===== config.mk =====
export PLATFORM = sky130hd
export DESIGN_NAME = tcw_regs
export DESIGN_NICKNAME = d
export VERILOG_FILES = /design/src/hw/rtl/tcw_pkg.sv /design/src/hw/rtl/tcw_regs.sv
export SDC_FILE = /design/constraint.sdc
export NUM_CORES = 1
export LEC_CHECK = 0
export BUFFER_PORTS_ARGS = -buffer_cell sky130_fd_sc_hd__buf_2
export CORE_MARGIN = 4
export CORE_UTILIZATION = 27
export DETAILED_ROUTE_END_ITERATION = 8
export PLACE_DENSITY = 0.73
export SLEW_MARGIN = 40
export SYNTH_ARGS = -nofsm -noshare
export SYNTH_HDL_FRONTEND = slang
export SYNTH_SLANG_ARGS = --single-unit

===== constraint.sdc =====
create_clock -name clk_i -period 0.8 [get_ports clk_i]
set_input_delay 0.08 -clock clk_i [delete_from_list [all_inputs] [get_ports clk_i]]
set_output_delay 0.08 -clock clk_i [all_outputs]
set_load 0.01 [all_outputs]

===== src/hw/rtl/tcw_pkg.sv =====
// ----------------------------------------------------------------------------
// tcw_pkg
// Shared types and codes for the text console character writer: the input
// and result words, action codes, control characters and sequencer states.
// ----------------------------------------------------------------------------
`default_nettype none

package tcw_pkg;

  // Cell layout: attribute byte high, character byte low
  localparam int unsigned CellW = 16;
  localparam int unsigned AttrW = 8;
  localparam int unsigned CharW = 8;

  // Fixed field widths of the result word
  localparam int unsigned RowOutW = 5;
  localparam int unsigned ColOutW = 7;
  localparam int unsigned PosOutW = 11;

  // Configuration register map
  localparam logic [1:0]       RegTextAttr   = 2'd0;
  localparam logic [AttrW-1:0] AttrResetVal  = 8'h07;

  // Control characters
  localparam logic [CharW-1:0] CharNewline   = 8'h0A;
  localparam logic [CharW-1:0] CharBackspace = 8'h08;
  localparam logic [CharW-1:0] CharSpace     = 8'h20;

  typedef enum logic [1:0] {
    ActPut   = 2'd0,
    ActClear = 2'd1,
    ActRead  = 2'd2
  } action_e;

  typedef enum logic [2:0] {
    SeqIdle,
    SeqExec,
    SeqReadWait,
    SeqScroll,
    SeqClear
  } seq_state_e;

  typedef struct packed {
    logic [1:0]  action;
    logic [7:0]  char_code;
    logic [10:0] cell_address;
  } tcw_in_t;

  typedef struct packed {
    logic [RowOutW-1:0] cursor_row_out;
    logic [ColOutW-1:0] cursor_col_out;
    logic [PosOutW-1:0] cursor_position;
    logic [CellW-1:0]   cell_data;
    logic               scrolled;
  } tcw_out_t;

endpackage

`default_nettype wire


===== src/hw/rtl/tcw_regs.sv =====
// ----------------------------------------------------------------------------
// tcw_regs
// APB-style configuration port holding the text attribute register.
// ----------------------------------------------------------------------------
`default_nettype none

module tcw_regs (
  input  wire logic                  clk_i,
  input  wire logic                  rst_ni,
  input  wire logic                  psel,
  input  wire logic                  penable,
  input  wire logic                  pwrite,
  input  wire logic [1:0]            paddr,
  input  wire logic [31:0]           pwdata,
  output logic      [31:0]           prdata,
  output logic                       pready,
  output logic [tcw_pkg::AttrW-1:0]  attr_o
);

  import tcw_pkg::*;

  logic [AttrW-1:0] attr_q, attr_d;
  logic             wr_en;

  // Decode the access phase of a write
  assign wr_en = psel && penable && pwrite && (paddr == RegTextAttr);

  always_comb begin
    attr_d = attr_q;
    if (wr_en) begin
      attr_d = pwdata[AttrW-1:0];
    end
  end

  always_ff @(posedge clk_i or negedge rst_ni) begin
    if (!rst_ni) begin
      attr_q <= AttrResetVal;
    end else begin
      attr_q <= attr_d;
    end
  end

  // Read back, zero outside the map
  always_comb begin
    prdata = '0;
    if (paddr == RegTextAttr) begin
      prdata = {{(32 - AttrW){1'b0}}, attr_q};
    end
  end

  assign pready = 1'b1;
  assign attr_o = attr_q;

endmodule

`default_nettype wire


# Word-level counts from Yosys, hierarchy flattened
# Cells that the tools add are included.
# op_classes
add_sub_neg	0
mul	0
div_mod_pow	0
n_lt_le_gt_ge	0
n_eq_ne	0
shifts	0
n_mux	1
bitwise	0
n_reduce_logical	4
# op_table
op	count
$mux 8	1
$logic_and 1x1->1	3
$logic_not 2->1	1
# totals
ff_bits	8
latch_bits	0
ram_bits	0
rom_bits	0
out_inout_bits	41
n_memories	0

# Longest topological paths before layout
# depth
depth_word	3
mapped_depth	3
mapped_depth_nobuf	3

# Least setup slack after synthesis
# Ideal clock, no wire load.
# synth_path
kind	input-to-reg
from	in paddr[1]
to	reg attr_q[3], in the netlist attr_o[3]
arrival_time_ns	0.695
t_required_ns	0.675
setup_slack_ns	-0.019
cell_stages	3
cell_sequence	nor2_4 > nand4_4 > mux2_2
# synth_via
elab_chain_len	2
# synth_rtl
item	line_no	rtl
start, declared	tcw_regs.sv:13	input wire logic [1:0] paddr,
$logic_not 2->1	tcw_regs.sv:26	assign wr_en = psel && penable && pwrite && (paddr == RegTextAttr);
$logic_and 1x1->1	tcw_regs.sv:26	
end signal, assigned	tcw_regs.sv:37	attr_q <= AttrResetVal;
end signal, assigned	tcw_regs.sv:39	attr_q <= attr_d;
end, declared	tcw_regs.sv:22	logic [AttrW-1:0] attr_q, attr_d;
# Every way passes these cells.
# A chain may end at the register's enable or synchronous reset.

# Final worst setup path
# layout_path
from	reg attr_q[2], in the netlist attr_o[2]
to	out prdata[2]
# layout_via
elab_chain_len	1
# layout_rtl
item	line_no	rtl
$mux 8	tcw_regs.sv:46	if (paddr == RegTextAttr) begin
end, declared	tcw_regs.sv:15	output logic [31:0] prdata,
# Every way passes these cells.

==> results.txt <==
Status - finished, violations left
Failing checks - setup timing
CTS sink cnt - 8
Core Util, Final - 44.4%
Vias in the first global route - 424
CP delay by family, top - flip-flops
Largest cells by area after synthesis - buf_4, dfrtp_1, mux2_2
Height of the die - 54.4 um
Non-Filler Instances - 120
Synth area leader - buf_4
Mapped Cells - 53
Max Root-Sink Buffers - 2
Crit path from - attr_o[2]
CTS root buf - clkbuf_4
Clk slew on worst S/H paths - 50 ps
Required time of the critical path - 720 ps
Mapped Area - 582 sq um
CTS tree - built
Initial antenna violation count - 0
Largest net degree at the start of global routing - 9
Worst setup margin - -298 ps
DP HPWL - 989 um
Type of destination of the critical path - output pin
Crit path kind - flip-flop to output pin
FILL cells - 205
Bufs and invs on worst path - 1
Grt total ovfl - 0
Core Region - 2000 sq um
Num CTS Buffers - 3
WHS - 54.7 ps
Max-Cap Viols - 0
HP Class - input pin to flip-flop
Placed cells - 109
Setup Viol. Count Final - 21
Worst-skew pair later-pin latency - 250 ps
Worst setup SP type - flip-flop
Synth-to-Final Area Change - 52.7%
RSZ-0062 raised after global routing - true
Power Dens Cells - 1920 nW/um^2
Area share of the largest cell type after synthesis - 32.3%
Slew Limit Fails - 0
Crit path max fanout - 3
Max reg flops - 8
Slowest stage cell on the critical path - dfstp_2
DR pass1 iterations - 1
Crit path cell chain - and2_4 -> buf_6
Routability cong. - 0.662
Peak supply drop - 761 uV
CP peak stage delay - 540 ps
# IOs - 80
Fmax - 911 MHz
Reg2reg start - attr_o[6]
Number of remaining DRC errors - 0
Antenna fix cells - 0
Overall routing resource usage - 9.23%
Iter 0 DRT Violations - 0
Final hold vios - 0
Layout cells sized above 1 - 65.6%
Part of the cycle the worst path needs - 137%
Placed inst area - 672 sq um
Post-layout nets - 133
Global-route wire length before repair - 1.87 mm
Htree depth - 1
Routed wire length - 1.26 mm
Final min period - 1100 ps
Sequential-to-total area share from yosys stat - 35.1%
Static leakage - 0.000487 uW
Starting Density - 29.1%
DR WL/cell - 10.5 um
Die Wd - 54.4 um
Total number of vias - 425
Buffers added on ports - 30
Final TNS setup - -3510 ps
Routed Antenna Nets - 0
Syn_area_per_cell - 11.0 sq um
Synth cell types - 8
Yosys Warn Count - 0
Worst endpoint data arrival time - 1020 ps
Rows - 16
Worst Skew - 0 ps
Min-delay src - pwdata[5]
Die area - 2960 sq um
Yosys reg bits - 8
DR vias/cell - 3.54
Final instance area - 888 sq um
cell families after synthesis:
family / count (synthesis) / share of synthesized area [%]
flip-flops: 8 / 35.1
multiplexers: 8 / 15.5
AND/OR/NAND/NOR: 10 / 15.9
buffers and inverters: 25 / 32.3
other: 2 / 1.29
path summary, 6_finish.rpt:
kind / to / slack, ps / cells past startpoint
worst min register to register: attr_o[7] / 620 / 2
worst max-delay path: prdata[2] / -300 / 2
min in group asynchronous: attr_o[5] / 200 / 2
worst min-delay path: attr_o[5] / 50 / 2
max in group asynchronous: attr_o[1] / 360 / 2
worst max register to register: attr_o[6] / -80 / 2
cell usage after synthesis (all sizes together):
master,n
buf,25
and2,8
mux2,8
dfrtp,5
dfstp,3
conb,2
nand4,1
nor2,1
metrics by stage:
stage / worst slack, ps / total power, uW
6_report: -298 / 1710
5_1_grt: -337 / 1830
4_1_cts: -313 / 1730
3_5_place_dp: -128 / 1030
3_3_place_gp: -96.7 / 1020
2_1_floorplan: 0.854 / 915
layout make-up:
type                       count  area, sq um  area share [%]
timing repair buffer          38          319            35.9
sequential                     8          204            23.0
multi-input combinational     43          305            34.4
clock buffer                   4         26.3            2.96
tap                           27         33.8            3.80
per-layer routing:
metal	global-route usage, %	wire length [um]	up-vias
met4	6.22	14	0
met3	4.09	201	2
li1	-	-	198
met2	15.3	639	38
met5	0	0	-
met1	9.21	409	187
cell usage in the layout (no fill, tap or decap):
master and n:
dfrtp_1 5, buf_4 2, clkbuf_4 3, mux2_2 3
conb_1 25, dfstp_2 3, clkbuf_1 1, mux2_4 5
and2_4 8, dlygate4sd3_1 1, nand4_4 1, buf_2 16
nor2_4 1, buf_6 19
worst reg2reg max path: cells and delay by family (launching register included):
| family | cells | cell delay, ps |
|---|---|---|
| buffers and inverters | 1 | 130 |
| flip-flops | 1 | 400 |
| multiplexers | 1 | 240 |
power by group:
group          switching [uW]  leakage (uW)  internal [uW]
logic                     292      0.000379            494
clock network             134     0.0000150            191
registers                70.2     0.0000928            527
total                     496      0.000487           1210
timing repair:
item                                   CTS  global route
gates resized for setup                 32             0
cloned                                   0             0
endpoints found under the hold margin    8             0
hold buffers                             1             0
buffers inserted                         6             0
setup endpoints to repair               16            21
No activity file was read; power rests on OpenSTA's default activity.
