[src/hw/rtl/tcw_pkg.sv]
// ----------------------------------------------------------------------------
// tcw_pkg
// Shared types and codes for the text console character writer: the input
// and result words, action codes, control characters and sequencer states.
// ----------------------------------------------------------------------------
`default_nettype none

package tcw_pkg;

  // Cell layout: attribute byte high, character byte low
  localparam int unsigned CellW = 16;
  localparam int unsigned AttrW = 8;
  localparam int unsigned CharW = 8;

  // Fixed field widths of the result word
  localparam int unsigned RowOutW = 5;
  localparam int unsigned ColOutW = 7;
  localparam int unsigned PosOutW = 11;

  // Configuration register map
  localparam logic [1:0]       RegTextAttr   = 2'd0;
  localparam logic [AttrW-1:0] AttrResetVal  = 8'h07;

  // Control characters
  localparam logic [CharW-1:0] CharNewline   = 8'h0A;
  localparam logic [CharW-1:0] CharBackspace = 8'h08;
  localparam logic [CharW-1:0] CharSpace     = 8'h20;

  typedef enum logic [1:0] {
    ActPut   = 2'd0,
    ActClear = 2'd1,
    ActRead  = 2'd2
  } action_e;

  typedef enum logic [2:0] {
    SeqIdle,
    SeqExec,
    SeqReadWait,
    SeqScroll,
    SeqClear
  } seq_state_e;

  typedef struct packed {
    logic [1:0]  action;
    logic [7:0]  char_code;
    logic [10:0] cell_address;
  } tcw_in_t;

  typedef struct packed {
    logic [RowOutW-1:0] cursor_row_out;
    logic [ColOutW-1:0] cursor_col_out;
    logic [PosOutW-1:0] cursor_position;
    logic [CellW-1:0]   cell_data;
    logic               scrolled;
  } tcw_out_t;

endpackage

`default_nettype wire

[src/hw/rtl/tcw_seq.sv]
// ----------------------------------------------------------------------------
// tcw_seq
// Cursor state and action sequencer. Executes one word at a time against
// the cell RAM: single writes for put and backspace, a registered read for
// cell reads, and full sweeps for scroll (copy up, blank bottom) and clear.
// ----------------------------------------------------------------------------
`default_nettype none

module tcw_seq #(
  parameter  int unsigned COLUMNS = 80,
  parameter  int unsigned ROWS    = 25,
  localparam int unsigned AddrW   = $clog2(COLUMNS * ROWS)
) (
  input  wire logic                      clk_i,
  input  wire logic                      rst_ni,
  input  wire logic [tcw_pkg::AttrW-1:0] attr_i,
  input  wire logic                      in_valid_i,
  output logic                           in_ready_o,
  input  wire tcw_pkg::tcw_in_t          in_word_i,
  output logic                           out_valid_o,
  input  wire logic                      out_ready_i,
  output tcw_pkg::tcw_out_t              out_word_o,
  output logic                           mem_we_o,
  output logic [AddrW-1:0]               mem_waddr_o,
  output logic [tcw_pkg::CellW-1:0]      mem_wdata_o,
  output logic                           mem_re_o,
  output logic [AddrW-1:0]               mem_raddr_o,
  input  wire logic [tcw_pkg::CellW-1:0] mem_rdata_i
);

  import tcw_pkg::*;

  localparam int unsigned CellCount = COLUMNS * ROWS;
  localparam int unsigned ColW      = $clog2(COLUMNS);
  localparam int unsigned RowW      = $clog2(ROWS);

  localparam logic [AddrW-1:0] LastCell   = AddrW'(CellCount - 1);
  localparam logic [AddrW-1:0] ScrollBase = AddrW'((ROWS - 1) * COLUMNS);
  localparam logic [AddrW-1:0] ScrollLast = AddrW'((ROWS - 1) * COLUMNS - 1);
  localparam logic [AddrW-1:0] RowStep    = AddrW'(COLUMNS);
  localparam logic [ColW-1:0]  LastCol    = ColW'(COLUMNS - 1);
  localparam logic [RowW-1:0]  LastRow    = RowW'(ROWS - 1);

  seq_state_e       state_q, state_d;
  tcw_in_t          item_q, item_d;
  logic [RowW-1:0]  row_q, row_d;
  logic [ColW-1:0]  col_q, col_d;
  logic [AddrW-1:0] pos_q, pos_d;
  logic [AddrW-1:0] idx_q, idx_d;
  tcw_out_t         out_q, out_d;
  logic             out_valid_q, out_valid_d;

  logic             in_ready;
  logic             accept;
  logic             is_newline;
  logic             is_backspace;
  logic             scroll_needed;
  logic             addr_ok;
  logic             sweep_last;
  logic             finish;
  logic [CellW-1:0] blank;

  assign in_ready     = (state_q == SeqIdle) && (!out_valid_q || out_ready_i);
  assign accept       = in_valid_i && in_ready;
  assign is_newline   = (item_q.char_code == CharNewline);
  assign is_backspace = (item_q.char_code == CharBackspace);
  assign addr_ok      = (32'(item_q.cell_address) < CellCount);
  assign sweep_last   = (idx_q == LastCell);
  assign blank        = {attr_i, CharSpace};

  // A put pushes the cursor past the last row
  assign scroll_needed = (row_q == LastRow) &&
                         (is_newline || (!is_backspace && (col_q == LastCol)));

  // Next state
  always_comb begin
    state_d = state_q;
    case (state_q)
      SeqIdle: begin
        if (accept) begin
          state_d = SeqExec;
        end
      end
      SeqExec: begin
        case (item_q.action)
          ActPut:   state_d = scroll_needed ? SeqScroll : SeqIdle;
          ActClear: state_d = SeqClear;
          ActRead:  state_d = addr_ok ? SeqReadWait : SeqIdle;
          default:  state_d = SeqIdle;
        endcase
      end
      SeqReadWait: state_d = SeqIdle;
      SeqScroll, SeqClear: begin
        if (sweep_last) begin
          state_d = SeqIdle;
        end
      end
      default: state_d = SeqIdle;
    endcase
  end

  // Cursor update, RAM accesses and completion
  always_comb begin
    item_d      = accept ? in_word_i : item_q;
    row_d       = row_q;
    col_d       = col_q;
    pos_d       = pos_q;
    idx_d       = idx_q;
    mem_we_o    = 1'b0;
    mem_waddr_o = pos_q;
    mem_wdata_o = blank;
    mem_re_o    = 1'b0;
    mem_raddr_o = AddrW'(item_q.cell_address);
    finish      = 1'b0;

    case (state_q)
      SeqExec: begin
        case (item_q.action)
          ActPut: begin
            if (is_newline) begin
              col_d = '0;
              if (!scroll_needed) begin
                row_d = row_q + RowW'(1);
                pos_d = pos_q + RowStep - AddrW'(col_q);
              end
            end else if (is_backspace) begin
              // Step back and blank, nothing at the origin
              if ((col_q != '0) || (row_q != '0)) begin
                pos_d       = pos_q - AddrW'(1);
                mem_we_o    = 1'b1;
                mem_waddr_o = pos_q - AddrW'(1);
                if (col_q != '0) begin
                  col_d = col_q - ColW'(1);
                end else begin
                  row_d = row_q - RowW'(1);
                  col_d = LastCol;
                end
              end
            end else begin
              mem_we_o    = 1'b1;
              mem_waddr_o = pos_q;
              mem_wdata_o = {attr_i, item_q.char_code};
              if (col_q == LastCol) begin
                col_d = '0;
                if (!scroll_needed) begin
                  row_d = row_q + RowW'(1);
                  pos_d = pos_q + AddrW'(1);
                end
              end else begin
                col_d = col_q + ColW'(1);
                pos_d = pos_q + AddrW'(1);
              end
            end
            if (scroll_needed) begin
              // Land on the start of the bottom row, prime the first copy read
              row_d       = LastRow;
              pos_d       = ScrollBase;
              idx_d       = '0;
              mem_re_o    = 1'b1;
              mem_raddr_o = RowStep;
            end else begin
              finish = 1'b1;
            end
          end
          ActClear: begin
            row_d = '0;
            col_d = '0;
            pos_d = '0;
            idx_d = '0;
          end
          ActRead: begin
            if (addr_ok) begin
              mem_re_o = 1'b1;
            end else begin
              finish = 1'b1;
            end
          end
          default: finish = 1'b1;
        endcase
      end
      SeqReadWait: finish = 1'b1;
      SeqScroll: begin
        // Copy each cell up one row, then blank the bottom row
        mem_we_o    = 1'b1;
        mem_waddr_o = idx_q;
        mem_wdata_o = (idx_q < ScrollBase) ? mem_rdata_i : blank;
        mem_re_o    = (idx_q < ScrollLast);
        mem_raddr_o = idx_q + RowStep + AddrW'(1);
        idx_d       = idx_q + AddrW'(1);
        finish      = sweep_last;
      end
      SeqClear: begin
        mem_we_o    = 1'b1;
        mem_waddr_o = idx_q;
        idx_d       = idx_q + AddrW'(1);
        finish      = sweep_last;
      end
      default: ;
    endcase
  end

  // Result word
  always_comb begin
    out_d       = out_q;
    out_valid_d = out_valid_q && !out_ready_i;
    if (finish) begin
      out_valid_d           = 1'b1;
      out_d.cursor_row_out  = RowOutW'(row_d);
      out_d.cursor_col_out  = ColOutW'(col_d);
      out_d.cursor_position = PosOutW'(pos_d);
      out_d.cell_data       = (state_q == SeqReadWait) ? mem_rdata_i : '0;
      out_d.scrolled        = (state_q == SeqScroll);
    end
  end

  always_ff @(posedge clk_i or negedge rst_ni) begin
    if (!rst_ni) begin
      state_q     <= SeqIdle;
      row_q       <= '0;
      col_q       <= '0;
      pos_q       <= '0;
      out_valid_q <= 1'b0;
    end else begin
      state_q     <= state_d;
      row_q       <= row_d;
      col_q       <= col_d;
      pos_q       <= pos_d;
      out_valid_q <= out_valid_d;
    end
  end

  always_ff @(posedge clk_i) begin
    item_q <= item_d;
    idx_q  <= idx_d;
    out_q  <= out_d;
  end

  assign in_ready_o  = in_ready;
  assign out_valid_o = out_valid_q;
  assign out_word_o  = out_q;

endmodule

`default_nettype wire

[config.mk]
export PLATFORM = sky130hd
export DESIGN_NAME = tcw_seq
export DESIGN_NICKNAME = d
export VERILOG_FILES = /design/src/hw/rtl/tcw_pkg.sv /design/src/hw/rtl/tcw_seq.sv
export SDC_FILE = /design/constraint.sdc
export NUM_CORES = 1
export LEC_CHECK = 0
export ABC_CLOCK_PERIOD_IN_PS = 2850
export BUFFER_PORTS_ARGS = -buffer_cell sky130_fd_sc_hd__buf_2
export CORE_MARGIN = 5
export CORE_UTILIZATION = 52
export CTS_BUF_LIST = sky130_fd_sc_hd__clkbuf_2 sky130_fd_sc_hd__clkbuf_4 sky130_fd_sc_hd__clkbuf_8
export DETAILED_ROUTE_END_ITERATION = 8
export PLACE_DENSITY = 0.8
export RECOVER_POWER = 100
export SLEW_MARGIN = 20
export SYNTH_ARGS = -nofsm -noshare
export SYNTH_HDL_FRONTEND = slang
export SYNTH_SLANG_ARGS = --single-unit
[constraint.sdc]
create_clock -name clk_i -period 2.85 [get_ports clk_i]
set_input_delay 0.1425 -clock clk_i [delete_from_list [all_inputs] [get_ports clk_i]]
set_output_delay 0.1425 -clock clk_i [all_outputs]
set_load 0.05 [all_outputs]
Word-level counts from Yosys, hierarchy flattened
Index checks and enable logic that the tools add are counted.
{"block": "op_classes", "n_mux": 56, "n_eq_ne": 15, "n_reduce_logical": 19, "add_sub_neg": 11, "n_lt_le_gt_ge": 3}
{"op": "11-bit two-way mux", "n": 11}
{"op": "11-bit one-hot mux with 2 select lines", "n": 5}
{"op": "7-bit two-way mux", "n": 6}
{"op": "5-bit two-way mux", "n": 7}
{"op": "11-bit by 1-bit adder with 11-bit output (second input constant)", "n": 3}
{"op": "11-bit less-than comparator (second input constant)", "n": 3}
{"op": "16-bit one-hot mux with 2 select lines", "n": 1}
{"op": "8-bit two-way mux", "n": 3}
{"op": "11-bit by 7-bit adder with 11-bit output (second input constant)", "n": 2}
{"op": "3-bit one-hot mux with 3 select lines", "n": 2}
{"op": "8-bit by 4-bit equality test with 1-bit output (second input constant)", "n": 2}
{"op": "16-bit two-way mux", "n": 1}
{"op": "7-bit one-hot mux with 2 select lines", "n": 1}
{"op": "11-bit equality test (second input constant)", "n": 1}
{"op": "11-bit by 1-bit subtractor with 11-bit output (second input constant)", "n": 1}
{"op": "11-bit by 7-bit subtractor with 11-bit output", "n": 1}
{"op": "5-bit one-hot mux with 2 select lines", "n": 1}
{"op": "1-bit two-way mux", "n": 9}
{"op": "7-bit by 1-bit adder with 7-bit output (second input constant)", "n": 1}
{"op": "7-bit equality test (second input constant)", "n": 1}
{"op": "7-bit nonzero test", "n": 1}
{"op": "7-bit by 1-bit subtractor with 7-bit output (second input constant)", "n": 1}
{"op": "3-bit by 2-bit equality test with 1-bit output (second input constant)", "n": 2}
{"op": "3-bit two-way mux", "n": 2}
{"op": "24 further kinds", "n": 36}
{"block": "totals", "regBits": 99, "wordCells": 118, "out_inout_bits": 82, "input_bits": 49}

Depth between registers and ports, before layout
Gate-level depths: netlist of the first run.
{"block": "depth", "ltp_word": 9, "mapped_depth": 12, "ltp_nobuf": 12}

Worst setup path before layout of the first run
OpenSTA, ideal clock, no wires.
{"block": "synth_timing", "path_kind": "register to register", "from": "register out_valid_q (netlist: out_valid_o)", "to": "register item_q[0] (netlist name), enable pin", "path_buffers": 0, "path_stages_with_launch": 4, "setup_ns": 0.379, "period_less_slack_ns": 3.530, "arrival_ns": 3.151, "required_ns": 2.471, "setup_slack_ns": -0.680, "cell_sequence": "dfrtp_1 -> nand2b_1 -> nor4b_1 -> and2_1"}
{"block": "synth_via", "elab_chain_cells": 4}
{"item": "from (decl)", "line_no": "tcw_seq.sv:51", "source": "logic out_valid_q, out_valid_d;"}
{"item": "from (signal assigned)", "line_no": "tcw_seq.sv:228", "source": "out_valid_q <= out_valid_d;"}
{"item": "1-bit logical NOT", "line_no": "tcw_seq.sv:63", "source": "assign in_ready = (state_q == SeqIdle) && (!out_valid_q || out_ready_i);"}
{"item": "1-bit logical OR", "line_no": "tcw_seq.sv:63"}
{"item": "1-bit logical AND", "line_no": "tcw_seq.sv:63"}
{"item": "named net in_ready_o", "line_no": "tcw_seq.sv:18", "source": "output logic in_ready_o,"}
{"item": "1-bit logical AND", "line_no": "tcw_seq.sv:64", "source": "assign accept = in_valid_i && in_ready;"}
{"item": "named net accept", "line_no": "tcw_seq.sv:54", "source": "logic accept;"}
{"item": "to (signal assigned)", "line_no": "tcw_seq.sv:233", "source": "item_q <= item_d;"}
{"item": "to (decl)", "line_no": "tcw_seq.sv:45", "source": "tcw_in_t item_q, item_d;"}
The timed path passes the listed nets, and every way through them passes these cells.
A chain may end at the register's enable or synchronous reset.

Final worst setup path of the first run
{"block": "layout_timing", "from": "register item_q[17] (netlist name)", "to": "output mem_waddr_o[10]"}
{"block": "layout_via", "elab_chain_cells": 5, "word_cells_on_any_way": 6, "classes_between": "eq/ne (2); mux (4)"}
{"item": "8-bit by 4-bit equality test with 1-bit output", "line_no": "tcw_seq.sv:66", "source": "assign is_backspace = (item_q.char_code == CharBackspace);"}
{"item": "11-bit two-way mux", "line_no": "tcw_seq.sv:126", "source": "end else if (is_backspace) begin"}
{"item": "11-bit two-way mux (*)", "line_no": "tcw_seq.sv:120", "source": "if (is_newline) begin"}
{"item": "11-bit two-way mux (*)", "line_no": "tcw_seq.sv:118", "source": "case (item_q.action)"}
{"item": "11-bit one-hot mux with 2 select lines (*)", "line_no": "tcw_seq.sv:116", "source": "case (state_q)"}
{"item": "to (decl)", "line_no": "tcw_seq.sv:24", "source": "output logic [AddrW-1:0] mem_waddr_o,"}
Mark *: on every way between the ends. The rest lies on a longest branch, timed or not.

==> results.txt, run 1 <==
- By instance count, the leading cell after synthesis is sky130_fd_sc_hd__edfxtp_1.
* Cell Pwr Density: 927 mW/mm²
- The total overflow left after global routing is 0.
- Synthesis produced 634 cells.
* Worst hold endpoint: out_word_o[9]
- The initial utilization of the core area, before any placement, comes to 0.526.
* Antenna Cells: 0
* Clock share of power: 0.116
- Number of port buffers: 130
- Num ports: 131
- In the routed design, unresolved DRC markers number 0.
- The startpoint identified for the worst hold timing path is mem_rdata_i[8].
- Counting distinct cell types in the post-synthesis netlist gives 73.
* EDFF count, synth: ~70
- The floorplan step set the die width to 120 µm.
* Layout Cells excl Fill: 988
* Endpoint of the worst register-to-register path: out_word_o[27]
- The H-tree generated during clock tree synthesis spans 3 levels.
- Switching power: 0.00368 W
- In the final layout, the share of cells above drive strength 1 is 0.270.
* Fin. Hold Viols: 0
* First-pass detailed-route iteration total: 5
- Mean number of vias per cell: 6.00
- Share of power burned in combinational logic: 0.562
* Proportion of total power due to net switching: 0.500
* Reg clk slew, reported paths: 100 ps
- Avg Cell Area, Syn: 9.83 µm²
* Worst reg2reg startpoint: col_q[5]
- Of all flip-flops after synthesis, the portion carrying an async set or reset was 0.273.
- In this run the core area contains 40 standard-cell rows.
* Hold Crit Class: in -> reg
- Wire length of the first global-routing pass: between 30000 and 40000 µm
* Register-to-register setup slack: 90 ps
* Ranking of synthesized cells by area: sky130_fd_sc_hd__edfxtp_1 35%, sky130_fd_sc_hd__dfrtp_1 11%, sky130_fd_sc_hd__ha_1 5.8%, sky130_fd_sc_hd__nand3_1 3.4%, sky130_fd_sc_hd__o21ai_0 3.1%
- GP Congestion: roughly 1.0
* Count of nets left with antenna violations after detail routing: 0
- After detailed routing, the total wire length is roughly 19000 µm.
- For the worst setup path, the data arrival time is ~2700 ps.
* Worst Max-Slew Pin Slew: between 1500 and 2000 ps
- Of the available clock period, the critical path in the final layout requires 0.979.
- Measured against its own limit, the worst slew margin works out to -0.178.
* Via count of the first global-routing pass: 5981
- The worst hold path was traced through 2 stages.
- Dominant cell type by area after synthesis: sky130_fd_sc_hd__edfxtp_1
- Crit Path Class: reg -> out
* Net Count, Synth: 713
- Clock tree skew after final layout: 19.7 ps
- Buffers inserted during clock tree synthesis total 9.
- Required time at the worst-slack endpoint: around 2700 ps
- Across the run, the number of max-cap violations was 1.
- Largest fanout on the critical path: 4
* Critical-path cell with the highest stage delay: sky130_fd_sc_hd__or4_4
* VDD IR max: ~0.64 mV
* Max Clock Freq: 358 MHz
- Across every metal layer, demand over resource in global routing totals 0.272.
- The worst setup path is launched from a register.
* Iteration-0 DRC Markers: between 300 and 400
* Cell area after synthesis: approximately 0.0062 mm²
- At the end of the flow, the number of nets in the layout was 915.
- After synthesis, the most frequently instantiated cells are 72 x sky130_fd_sc_hd__edfxtp_1, 50 x sky130_fd_sc_hd__nand2_1, 50 x sky130_fd_sc_hd__nor2_1.
- Walking the worst path, the cells encountered are or4_4, or3_4, nor2_4, nand3_2, or3_1, nand3_1, buf_6.
- Fraction of the yosys area taken by sequential cells: 0.455
- STA classifies the critical path endpoint as an output port.
- For the finished layout, the period the worst path requires is between 2000 and 3000 ps.
- Die area: 0.0143 mm²
- Estimated wirelength of the detail-placed design: around 15000 µm
- Counting cells, the worst reg-to-reg path comes to 10.
- Leakage power summed over all cells: 3.18 nW
- The floorplan step defined a core boundary enclosing 0.0119 mm².
- Clk root buf: sky130_fd_sc_hd__clkbuf_8
- Summed over all failing endpoints, the final setup total negative slack is 0 ps.
* Average wire length per cell after detail routing: 19.7 µm
- Synth top area share: 0.347
- Violations in the final reports: capacitance limit, slew limit
- Final core occ: 0.670
* Clock latency of the later-clocked register in the worst-skew pair: 390 ps
- In this run the deepest clock path goes through 2 buffers.
* CTS tree: built
* Count of final setup violators: 0
* Die boundary height: 120 µm
- In this design, the stage delay of the slowest critical-path cell is approximately 550 ps.
- For this run, the leading register cell type out of synthesis is sky130_fd_sc_hd__edfxtp_1.
* Area overhead of the layout relative to synthesis: 27.4%
* Initial antenna violation count: 0
- Entering global routing, the biggest net connects 35 pins.
- Result of the run: finished with violations
- Of the total power, registers draw 0.323.
- DP Cell Count: 932
* Ys Warns: 0
- The number of max-slew violations in the final report was 28.
* Clock sink count: 99
- Counting flops and latches in the post-synthesis netlist gives 99.
* Power Internal: 0.00368 W
- The routed layout has 5924 vias.
## registers in the layout, summed over array words and instances, names as in the netlist
signal / flops
item_q: 21
col_q: 7
idx_q: 11
state_q: 3
out_word_o: 40
pos_q: 11
row_q: 5
out_valid_o: 1
## routing by layer
layer	wire length [µm]	vias to the layer above	track usage
li1	-	2759	-
met1	7930	2856	0.336
met2	9480	250	0.464
met3	1360	59	0.0533
met4	691	0	0.120
met5	0	-	0
## layout make-up
class	instances	area (µm²)
fillers	971	3920
multi-input cells	469	3240
flip-flops and latches	99	2840
repair buffers	229	1400
well taps	147	184
clock buffers	10	131
inverters	28	105
clock inverters	6	46.3
## worst max-delay path: cells and delay by family, from the launching register on
family	cells	cell delay, ps
AND/OR/NAND/NOR	6	1680
flip-flops	1	410
buffers and inverters	1	170
## logic make-up after synthesis
kind of cell	Yosys count	share of synthesized area
AND/OR/NAND/NOR	243	0.206
AO/OA/AOI/OAI	158	0.176
flip-flops	99	0.455
buffers and inverters	66	0.0439
adder cells (fa/ha/maj)	30	0.0614
XOR/XNOR	27	0.0379
multiplexers	11	0.0195
## repair_timing
action / 4_1_cts / 5_1_grt
hold endpoints to repair: 48 / 0
pin swaps: 6 / 9
setup endpoints to repair: 19 / 30
gates resized for setup: 18 / 27
buffers inserted: 13 / 5
hold buffers: 22 / 0
## per-stage QoR
step                      hold WS (ps)  setup slack, ps  power (W)  instance area (µm²)
after floorplan                   -153             -549    0.00513                 6240
after global placement             235              117    0.00628                 7380
after CTS                         20.9            -1.42    0.00733                 7920
after detailed placement           240             16.3    0.00633                 7380
final                             36.9             60.2    0.00736                 7940
after global routing              26.7            -10.6    0.00772                 7940
## power groups by stage
stage | logic, W | clock network, W | registers [W]
after floorplan | 0.00229 | 0 | 0.00284
after global placement | 0.00390 | 0 | 0.00238
after detailed placement | 0.00392 | 0 | 0.00241
after CTS | 0.00411 | 0.000867 | 0.00236
after global routing | 0.00437 | 0.000926 | 0.00242
final | 0.00413 | 0.000853 | 0.00238
## cell usage in the layout (no fill, tap or decap), types with 9 or more instances in the layout
cell type / n
sky130_fd_sc_hd__edfxtp_1: 72
sky130_fd_sc_hd__buf_4: 72
sky130_fd_sc_hd__buf_2: 60
sky130_fd_sc_hd__clkbuf_1: 52
sky130_fd_sc_hd__nand2_1: 49
sky130_fd_sc_hd__nor2_1: 47
sky130_fd_sc_hd__nand3_1: 39
sky130_fd_sc_hd__o21ai_0: 38
sky130_fd_sc_hd__ha_1: 27
sky130_fd_sc_hd__dfrtp_1: 25
sky130_fd_sc_hd__inv_1: 23
sky130_fd_sc_hd__a21oi_1: 22
sky130_fd_sc_hd__dlygate4sd3_1: 22
sky130_fd_sc_hd__clkbuf_2: 20
sky130_fd_sc_hd__nor3_1: 18
sky130_fd_sc_hd__xnor2_1: 16
sky130_fd_sc_hd__o211ai_1: 14
sky130_fd_sc_hd__and2_1: 13
sky130_fd_sc_hd__xor2_1: 11
sky130_fd_sc_hd__a22o_1: 10
sky130_fd_sc_hd__o2bb2ai_1: 10
sky130_fd_sc_hd__mux2_2: 9
sky130_fd_sc_hd__and2_0: 9
sky130_fd_sc_hd__clkbuf_8: 9
## worst max path at each step
stage	from	to	slack (ps)	cells after the start
floorplan	item_q[12]	mem_waddr_o[3]	-550	5
global placement	col_q[5]	out_word_o[27]	120	10
detailed placement	col_q[5]	out_word_o[25]	20	9
CTS	row_q[1]	mem_waddr_o[5]	-1	10
global route	item_q[17]	mem_raddr_o[7]	-10	10
finish	item_q[17]	mem_waddr_o[10]	60	7
Note: power is estimated with default switching activity, not from simulation.
==> inputs of run 2 (changes only) <==
ABC_AREA = 1   (was default)
PLACE_DENSITY = 0.9   (was 0.8)
==> run 2 against run 1 <==
Compared with the run above: synthesized cell count is 25% higher; the flow still finishes with violations (capacitance limit, slew limit); combinational power increased by 27%; via count increased by 6.6%; clock skew is 4.5 ps lower; total power up 19%.
==> results.txt, run 2 <==
- The hold violation total from the final report was 0.
* Area overhead of the layout relative to synthesis: 18.5%
- Sum of negative setup slack: 0 ps
- The finished layout holds 1123 standard cells, fillers aside.
* VDD IR max: 0.850 mV
* Avg Cell Area, Syn: around 8.3 µm²
- After detailed routing, the number of remaining DRC violations is 0.
* DP Cell Count: around 1100
* Leakage power summed over all cells: 3.50 nW
* Total Wirelength: 19300 µm
- Dominant cell type by area after synthesis: sky130_fd_sc_hd__edfxtp_1
- Via count of the first global-routing pass: 5938
- Highest metal used: met4
* Crit start category: register
- Total overflow reported by the global router: 0
* First-pass detailed-route iteration total: 8
- Routability-driven placement finished with a final weighted congestion of 0.975.
- Setup repair after global routing missed its margin: no
* Dominant cell by count in the synthesized netlist: sky130_fd_sc_hd__nand2_1
* Finished Cell Area: slightly below 0.008 mm²
- Initial Util: 0.524
- Count of final setup violators: 0
* Antenna Cells: 0
- Ys Warns: 0
- DP Area: 0.00741 mm²
- Number of buffers added for setup after CTS: 0
- The register with the most flip-flops in the layout has 40 of them.
- Final Net Count: 1025
- The clock arrives with 15.1 ps of skew.
- CTS saw 99 sinks.
- Main synth FF type: sky130_fd_sc_hd__edfxtp_1
- Number of port buffers: 130
- The detailed router put a total of 7620 µm of wire on met1.
* Fraction of the yosys area taken by sequential cells: 0.435
- After floorplanning, the core was divided into 41 placement rows.
- Entering global routing, the biggest net connects 36 pins.
- Share of the clock period used by the worst path after layout: 0.969
- Crit Path Class: reg -> out
* Hold Crit Class: in -> reg
* Die area: 0.0149 mm²
* Wire length of the first global-routing pass: roughly 30000 µm
* Synth Instances: 790
- Most common library cells after synthesis: 149 x sky130_fd_sc_hd__nand2_1, 101 x sky130_fd_sc_hd__inv_1, 81 x sky130_fd_sc_hd__nand3_1
- Detailed routing inserted a total of 6313 vias.
* Count of nets left with antenna violations after detail routing: 0
* Initial antenna violation count: 0
- In this run the number of H-tree levels came out at 3.
* Core area: ~0.012 mm²
- Mean number of vias per cell: 5.62
- In the layout the commonest cells are 148 x sky130_fd_sc_hd__nand2_1, 102 x sky130_fd_sc_hd__inv_1, 81 x sky130_fd_sc_hd__nand3_1, 72 x sky130_fd_sc_hd__edfxtp_1, 68 x sky130_fd_sc_hd__nor2_1.
- At the later pin of the worst-skew pair, clock insertion delay measures 410 ps.
* Routed length on met2: 9570 µm
- The library cell used most frequently in the layout, excluding fill and tap cells, is sky130_fd_sc_hd__nand2_1.
- Violations in the final reports: capacitance limit, slew limit
- STA classifies the critical path endpoint as an output port.
* All-Layer GR Usage: 0.258
* Reg clk slew, reported paths: roughly 110 ps
- Max Clock Freq: roughly 360 MHz
- Across the run, the number of max-cap violations was 1.
- Count of state elements after synthesis: 99
* Ranking of synthesized cells by area: sky130_fd_sc_hd__edfxtp_1 33%, sky130_fd_sc_hd__dfrtp_1 10%, sky130_fd_sc_hd__nand2_1 8.6%, sky130_fd_sc_hd__nand3_1 6.2%, sky130_fd_sc_hd__inv_1 5.8%
- The number of clock buffers added by TritonCTS is 9.
- Measured along the y axis, the die boundary spans approximately 120 µm.
- Worst Path Arrival: 2620 ps
* Fillcell total: 1102
* Worst Max-Slew Pin Slew: 1780 ps
- Synth top area share: 0.331
- For the worst setup path, the data required time is 2710 ps.
- Cell Pwr Density: ~1100 mW/mm²
- Summing every instance area after synthesis gives 0.00653 mm².
- Clk root buf: sky130_fd_sc_hd__clkbuf_8
- The synthesized netlist contains 48 unique library cells.
- EDFF count, synth: 72
* Average wire length per cell after detail routing: 17.2 µm
* Result of the run: finished with violations
- Num ports: 131
* Share of layout cells above drive strength 1: 0.159
- In the detailed route, the total length drawn on met3 is 1590 µm.
- Fin crit period: 2760 ps
- From left edge to right edge, the die measures between 100 and 150 µm.
* Estimated wirelength of the detail-placed design: 14000 µm
- After synthesis, the share of flip-flops with an asynchronous set or reset is 0.273.
- Iteration-0 DRC Markers: 683
* Max_slew headroom: -0.184
- Along the worst path, the maximum fanout reaches 12.
* CTS tree: built
- Pins over their slew limit: 28
- In this run the deepest clock path goes through 2 buffers.
- The number of nets handed over by synthesis was approximately 870.
[run 2: cell count changes after synthesis, moves of 10 or more]
cell	before	now
sky130_fd_sc_hd__nand2_1	50	149
sky130_fd_sc_hd__o21ai_1	2	17
sky130_fd_sc_hd__xnor2_1	16	4
sky130_fd_sc_hd__o2bb2ai_1	10	0
sky130_fd_sc_hd__nor2_1	50	69
sky130_fd_sc_hd__a21oi_1	22	33
sky130_fd_sc_hd__nand3_1	42	81
sky130_fd_sc_hd__a22o_1	10	0
sky130_fd_sc_hd__clkbuf_1	26	10
sky130_fd_sc_hd__inv_1	27	101
sky130_fd_sc_hd__o21ai_0	39	60
sky130_fd_sc_hd__and2_1	22	0
[run 2: path summary, 6_finish.rpt]
path | from | slack (ps) | cells past startpoint | end
setup / recovery | col_q[1] | 90 | 11 | mem_waddr_o[3]
hold / removal | out_ready_i | 30 | 4 | out_valid_o
setup reg to reg | state_q[1] | 140 | 8 | out_word_o[22]
hold reg to reg | out_valid_o | 570 | 2 | out_valid_o
max in group asynchronous | rst_ni | 950 | 2 | pos_q[0]
min in group asynchronous | rst_ni | 750 | 2 | pos_q[8]
[run 2: power breakdown]
| group | switching [W] | internal (W) | leakage [nW] |
|---|---|---|---|
| clock network | 0.000569 | 0.000331 | 0.0857 |
| logic | 0.00408 | 0.00115 | 2.36 |
| registers | 0.000344 | 0.00228 | 1.05 |
| total | 0.00499 | 0.00376 | 3.50 |
[run 2: cell type report]
class / instances / area, µm² / area share
Tap cell: 172 / 215 / 0.0278
Multi-Input combinational cell: 557 / 3150 / 0.407
Clock buffer: 9 / 124 / 0.0160
Clock inverter: 7 / 58.8 / 0.00760
Inverter: 110 / 420 / 0.0544
Timing Repair Buffer: 169 / 927 / 0.120
Sequential cell: 99 / 2840 / 0.367
[run 2: cells by family after synthesis]
| group | Yosys count | share of synthesized area |
|---|---|---|
| compound gates | 159 | 0.141 |
| xor+xnor | 19 | 0.0255 |
| fa+ha+maj | 30 | 0.0587 |
| buf+inv | 135 | 0.0843 |
| flops | 99 | 0.435 |
| simple gates | 348 | 0.256 |
[run 2: per-stage QoR]
step	utilization	total power [W]	setup slack [ps]	hold slack, ps
4_1_cts	0.626	0.00874	11.5	22.6
6_report	0.620	0.00875	88.2	28.7
5_1_grt	0.620	0.00922	1.92	34.2
3_3_place_gp	0.594	0.00774	296	232
3_5_place_dp	0.594	0.00783	189	243
2_1_floorplan	-	0.00655	93.2	-153
[run 2: metal layers]
layer | GRT usage | vias up
li1 | - | 2996
met1 | 0.324 | 2952
met2 | 0.431 | 322
met3 | 0.0599 | 43
met4 | 0.102 | 0
met5 | 0 | -
[run 2: worst max-delay path, stage by stage, from the launching register on]
cell	delay, ps
sky130_fd_sc_hd__dfrtp_1	430
sky130_fd_sc_hd__inv_1	120
sky130_fd_sc_hd__ha_1	240
sky130_fd_sc_hd__nand2_1	110
sky130_fd_sc_hd__nor2_4	230
sky130_fd_sc_hd__nand2_4	160
sky130_fd_sc_hd__nand2_1	110
sky130_fd_sc_hd__xor2_1	240
sky130_fd_sc_hd__nand2_1	90
sky130_fd_sc_hd__o211ai_1	100
sky130_fd_sc_hd__nand2_1	120
sky130_fd_sc_hd__clkbuf_2	250
[run 2: repair_timing]
action | 4_1_cts | 5_1_grt
hold buffers | 22 | 0
setup endpoints to repair | 0 | 15
gates resized for setup | 0 | 10
hold endpoints to repair | 48 | 0
==> inputs of run 3 (changes only) <==
ABC_CLOCK_PERIOD_IN_PS = 3350   (was 2850)
CORE_UTILIZATION = 54   (was 52)
RECOVER_POWER = 50   (was 100)
clock period = 3.35 ns   (was 2.85 ns; I/O delays follow)
==> run 3 against run 2 <==
Compared with the run above: the run still ends with capacitance limit, slew limit left; largest power group unchanged; sequential share of layout area grew 0.49 points; clock power shrank 7.6%; flip-flop and latch count is the same; critical path depth shrank 2; utilization grew 2.0 points; worst setup slack gained 110 ps; count of clock-buffer cells in the layout grew 1; largest cell class unchanged; worst hold slack gained 35 ps; sequential power shrank 15%; total power shrank 15%; non-clock buffer count shrank 10.
==> results.txt, run 3 (synthesis gave the netlist of run 2 again) <==
* Number of port buffers: 130
* Crit Path Class: reg -> out
- Finished Cell Area: 0.00762 mm²
- Maximum number of pins on one net before global-route repair: 28
- Total overflow reported by the global router: 0
* Clock tree skew after final layout: 21.5 ps
- The first global-routing pass estimated 30000 µm of wire.
- Summed over all cells, the static leakage comes to 3.49 nW.
- At the worst endpoint, the arrival time is 2980 ps.
- Result of the run: finished with violations
- Dividing the final minimum period by the clock period gives 0.941.
* Max reg flops: 40
- Number of cells on the worst hold path: 3
- The worst register-to-register path begins at item_q[12].
- Final hold analysis gives a worst-case slack of 64.1 ps.
* Number of buffers added for setup after CTS: 0
- The worst setup path is captured at an output port.
- Setup repair after global routing left no endpoint under its margin.
* Fin. Hold Viols: 0
- Clock share of power: 0.112
- After clock tree synthesis, the clock-pin slew on the worst setup and hold paths is about 110 ps.
* Via count of the first global-routing pass: 6034
* Initial Util: 0.548
- The routed design could run at a clock period as short as about 3200 ps.
- GP Congestion: approximately 0.94
* Required time at the worst-slack endpoint: roughly 3200 ps
- Num ports: about 130
- The path with the worst hold slack has its endpoint at out_word_o[12].
* Max Clock Freq: 317 MHz
- After detailed routing, the number of remaining DRC violations is 0.
- Switching power: between 0.004 and 0.005 W
- Most common cell after layout, fill and taps aside: sky130_fd_sc_hd__nand2_1
* # H-tree levels: 3
- In the global route stage, overall resource usage came out at 0.260.
- Counting every sink on the clock net gives 99.
- The endpoint identified for the worst register-to-register timing path is out_word_o[35].
- For flop-to-flop paths, the worst setup slack is 420 ps.
- Of the total power, the share spent switching nets is 0.560.
* Core area: 0.0119 mm²
- The tightest min-delay check is of the in -> reg type.
* Area overhead of the layout relative to synthesis: 16.8%
- Average wire length per cell after detail routing: 17.1 µm
* Count of nets left with antenna violations after detail routing: 0
- Hold Crit Start: mem_rdata_i[11]
* First-pass detailed-route iteration total: 5
* Most frequent cells in the layout: 150 x sky130_fd_sc_hd__nand2_1, 104 x sky130_fd_sc_hd__inv_1, 86 x sky130_fd_sc_hd__buf_2, 81 x sky130_fd_sc_hd__nand3_1, 72 x sky130_fd_sc_hd__edfxtp_1
- Count of final setup violators: 0
* Max_slew headroom: -0.151
* Power Internal: around 0.0033 W
- The die covers 0.0144 mm².
- Clk root buf: sky130_fd_sc_hd__clkbuf_8
- The worst setup path is launched from a register.
- Estimated wirelength of the detail-placed design: 13300 µm
- Using the TritonRoute via totals, the vias-per-cell ratio works out to 5.73.
* Total Wirelength: 18600 µm
- Across all layers, the routed design uses 6229 vias.
- Pins over their slew limit: 41
- For this design the ratio of total power to cell area is 971 mW/mm².
- DP Cell Count: between 1000 and 1500
* Clock latency of the later-clocked register in the worst-skew pair: 400 ps
* Register-to-Register Path Depth: 11
* CTS tree: built
- FP Rows: 40
* Clock Tree Buf Depth: 2
* Sum of negative setup slack: 0 ps
* Final Net Count: about 1000
- Largest fanout on the critical path: 13
- VDD IR max: between 0.7 and 0.8 mV
* Iteration-0 DRC Markers: 676
- Of the cells placed in the final design, the portion with a size suffix greater than 1 is 0.150.
- DP Area: 0.00729 mm²
- Violations in the final reports: capacitance limit, slew limit
- The number of clock buffers added by TritonCTS is 9.
- Number of max-capacitance violations reported: 2
- The share of total power dissipated in combinational logic is 0.585.
- The share of total power dissipated in sequential elements is 0.303.
- The number of antenna violations at the first check in global routing came to 0.
- At the pin with the least slew margin, the transition time is approximately 1700 ps.
* Die boundary width: about 120 µm
- Layout Cells excl Fill: 1088
* Die boundary height: 120 µm
* Count of instances resized after the clock tree is built: 0
-- run 3: power groups by stage --
stage	Sequential, W	Combinational (W)	Clock [W]
after floorplan	0.00301	0.00256	0
after global placement	0.00223	0.00429	0
after detailed placement	0.00225	0.00434	0
after CTS	0.00222	0.00438	0.000838
after global routing	0.00229	0.00467	0.000891
final	0.00224	0.00433	0.000831
-- run 3: metal layers --
layer,vias to the layer above,GRT usage,wire length (µm)
met1,2881,0.333,7570
met2,312,0.430,8980
met5,-,0,0
li1,2979,-,-
met4,0,0.111,591
met3,57,0.0514,1430
-- run 3: repair_timing --
item	CTS	global route
hold endpoints to repair	48	0
hold buffers	22	0
setup endpoints to repair	0	0
-- run 3: critical path: stages (launching register included) --
cell,delay (ps)
sky130_fd_sc_hd__edfxtp_1,460
sky130_fd_sc_hd__inv_2,130
sky130_fd_sc_hd__nand4_1,100
sky130_fd_sc_hd__nor2_1,420
sky130_fd_sc_hd__buf_4,260
sky130_fd_sc_hd__o21ai_4,100
sky130_fd_sc_hd__nand4_1,420
sky130_fd_sc_hd__nand3_1,200
sky130_fd_sc_hd__o21ai_1,180
sky130_fd_sc_hd__buf_2,300
-- run 3: how the worst max path moves through the flow --
stage,cells after the start,endpoint,slack [ps],start
6_report,9,mem_raddr_o[2],200,item_q[12]
5_1_grt,9,mem_raddr_o[2],60,item_q[12]
4_1_cts,8,mem_waddr_o[4],380,state_q[0]
3_5_place_dp,14,out_word_o[24],580,pos_q[0]
3_3_place_gp,14,out_word_o[24],660,pos_q[0]
2_1_floorplan,9,out_word_o[0],590,col_q[0]
-- run 3: final cells by class --
type                       count  area [µm²]
inverter                     110         415
antenna                        1        2.50
sequential                    99        2840
fill                        1030        4290
timing repair buffer         159         868
clock buffer                  10         131
multi-input combinational    556        3110
clock inverter                 6        76.3
tap                          147         184
-- run 3: metrics by stage --
step                power (W)  setup WS [ps]   util
detailed placement    0.00659            580  0.612
global placement      0.00652            656  0.612
finish                0.00740            198  0.640
floorplan             0.00557            593      -
global route          0.00785           57.7  0.640
CTS                   0.00744            384  0.648
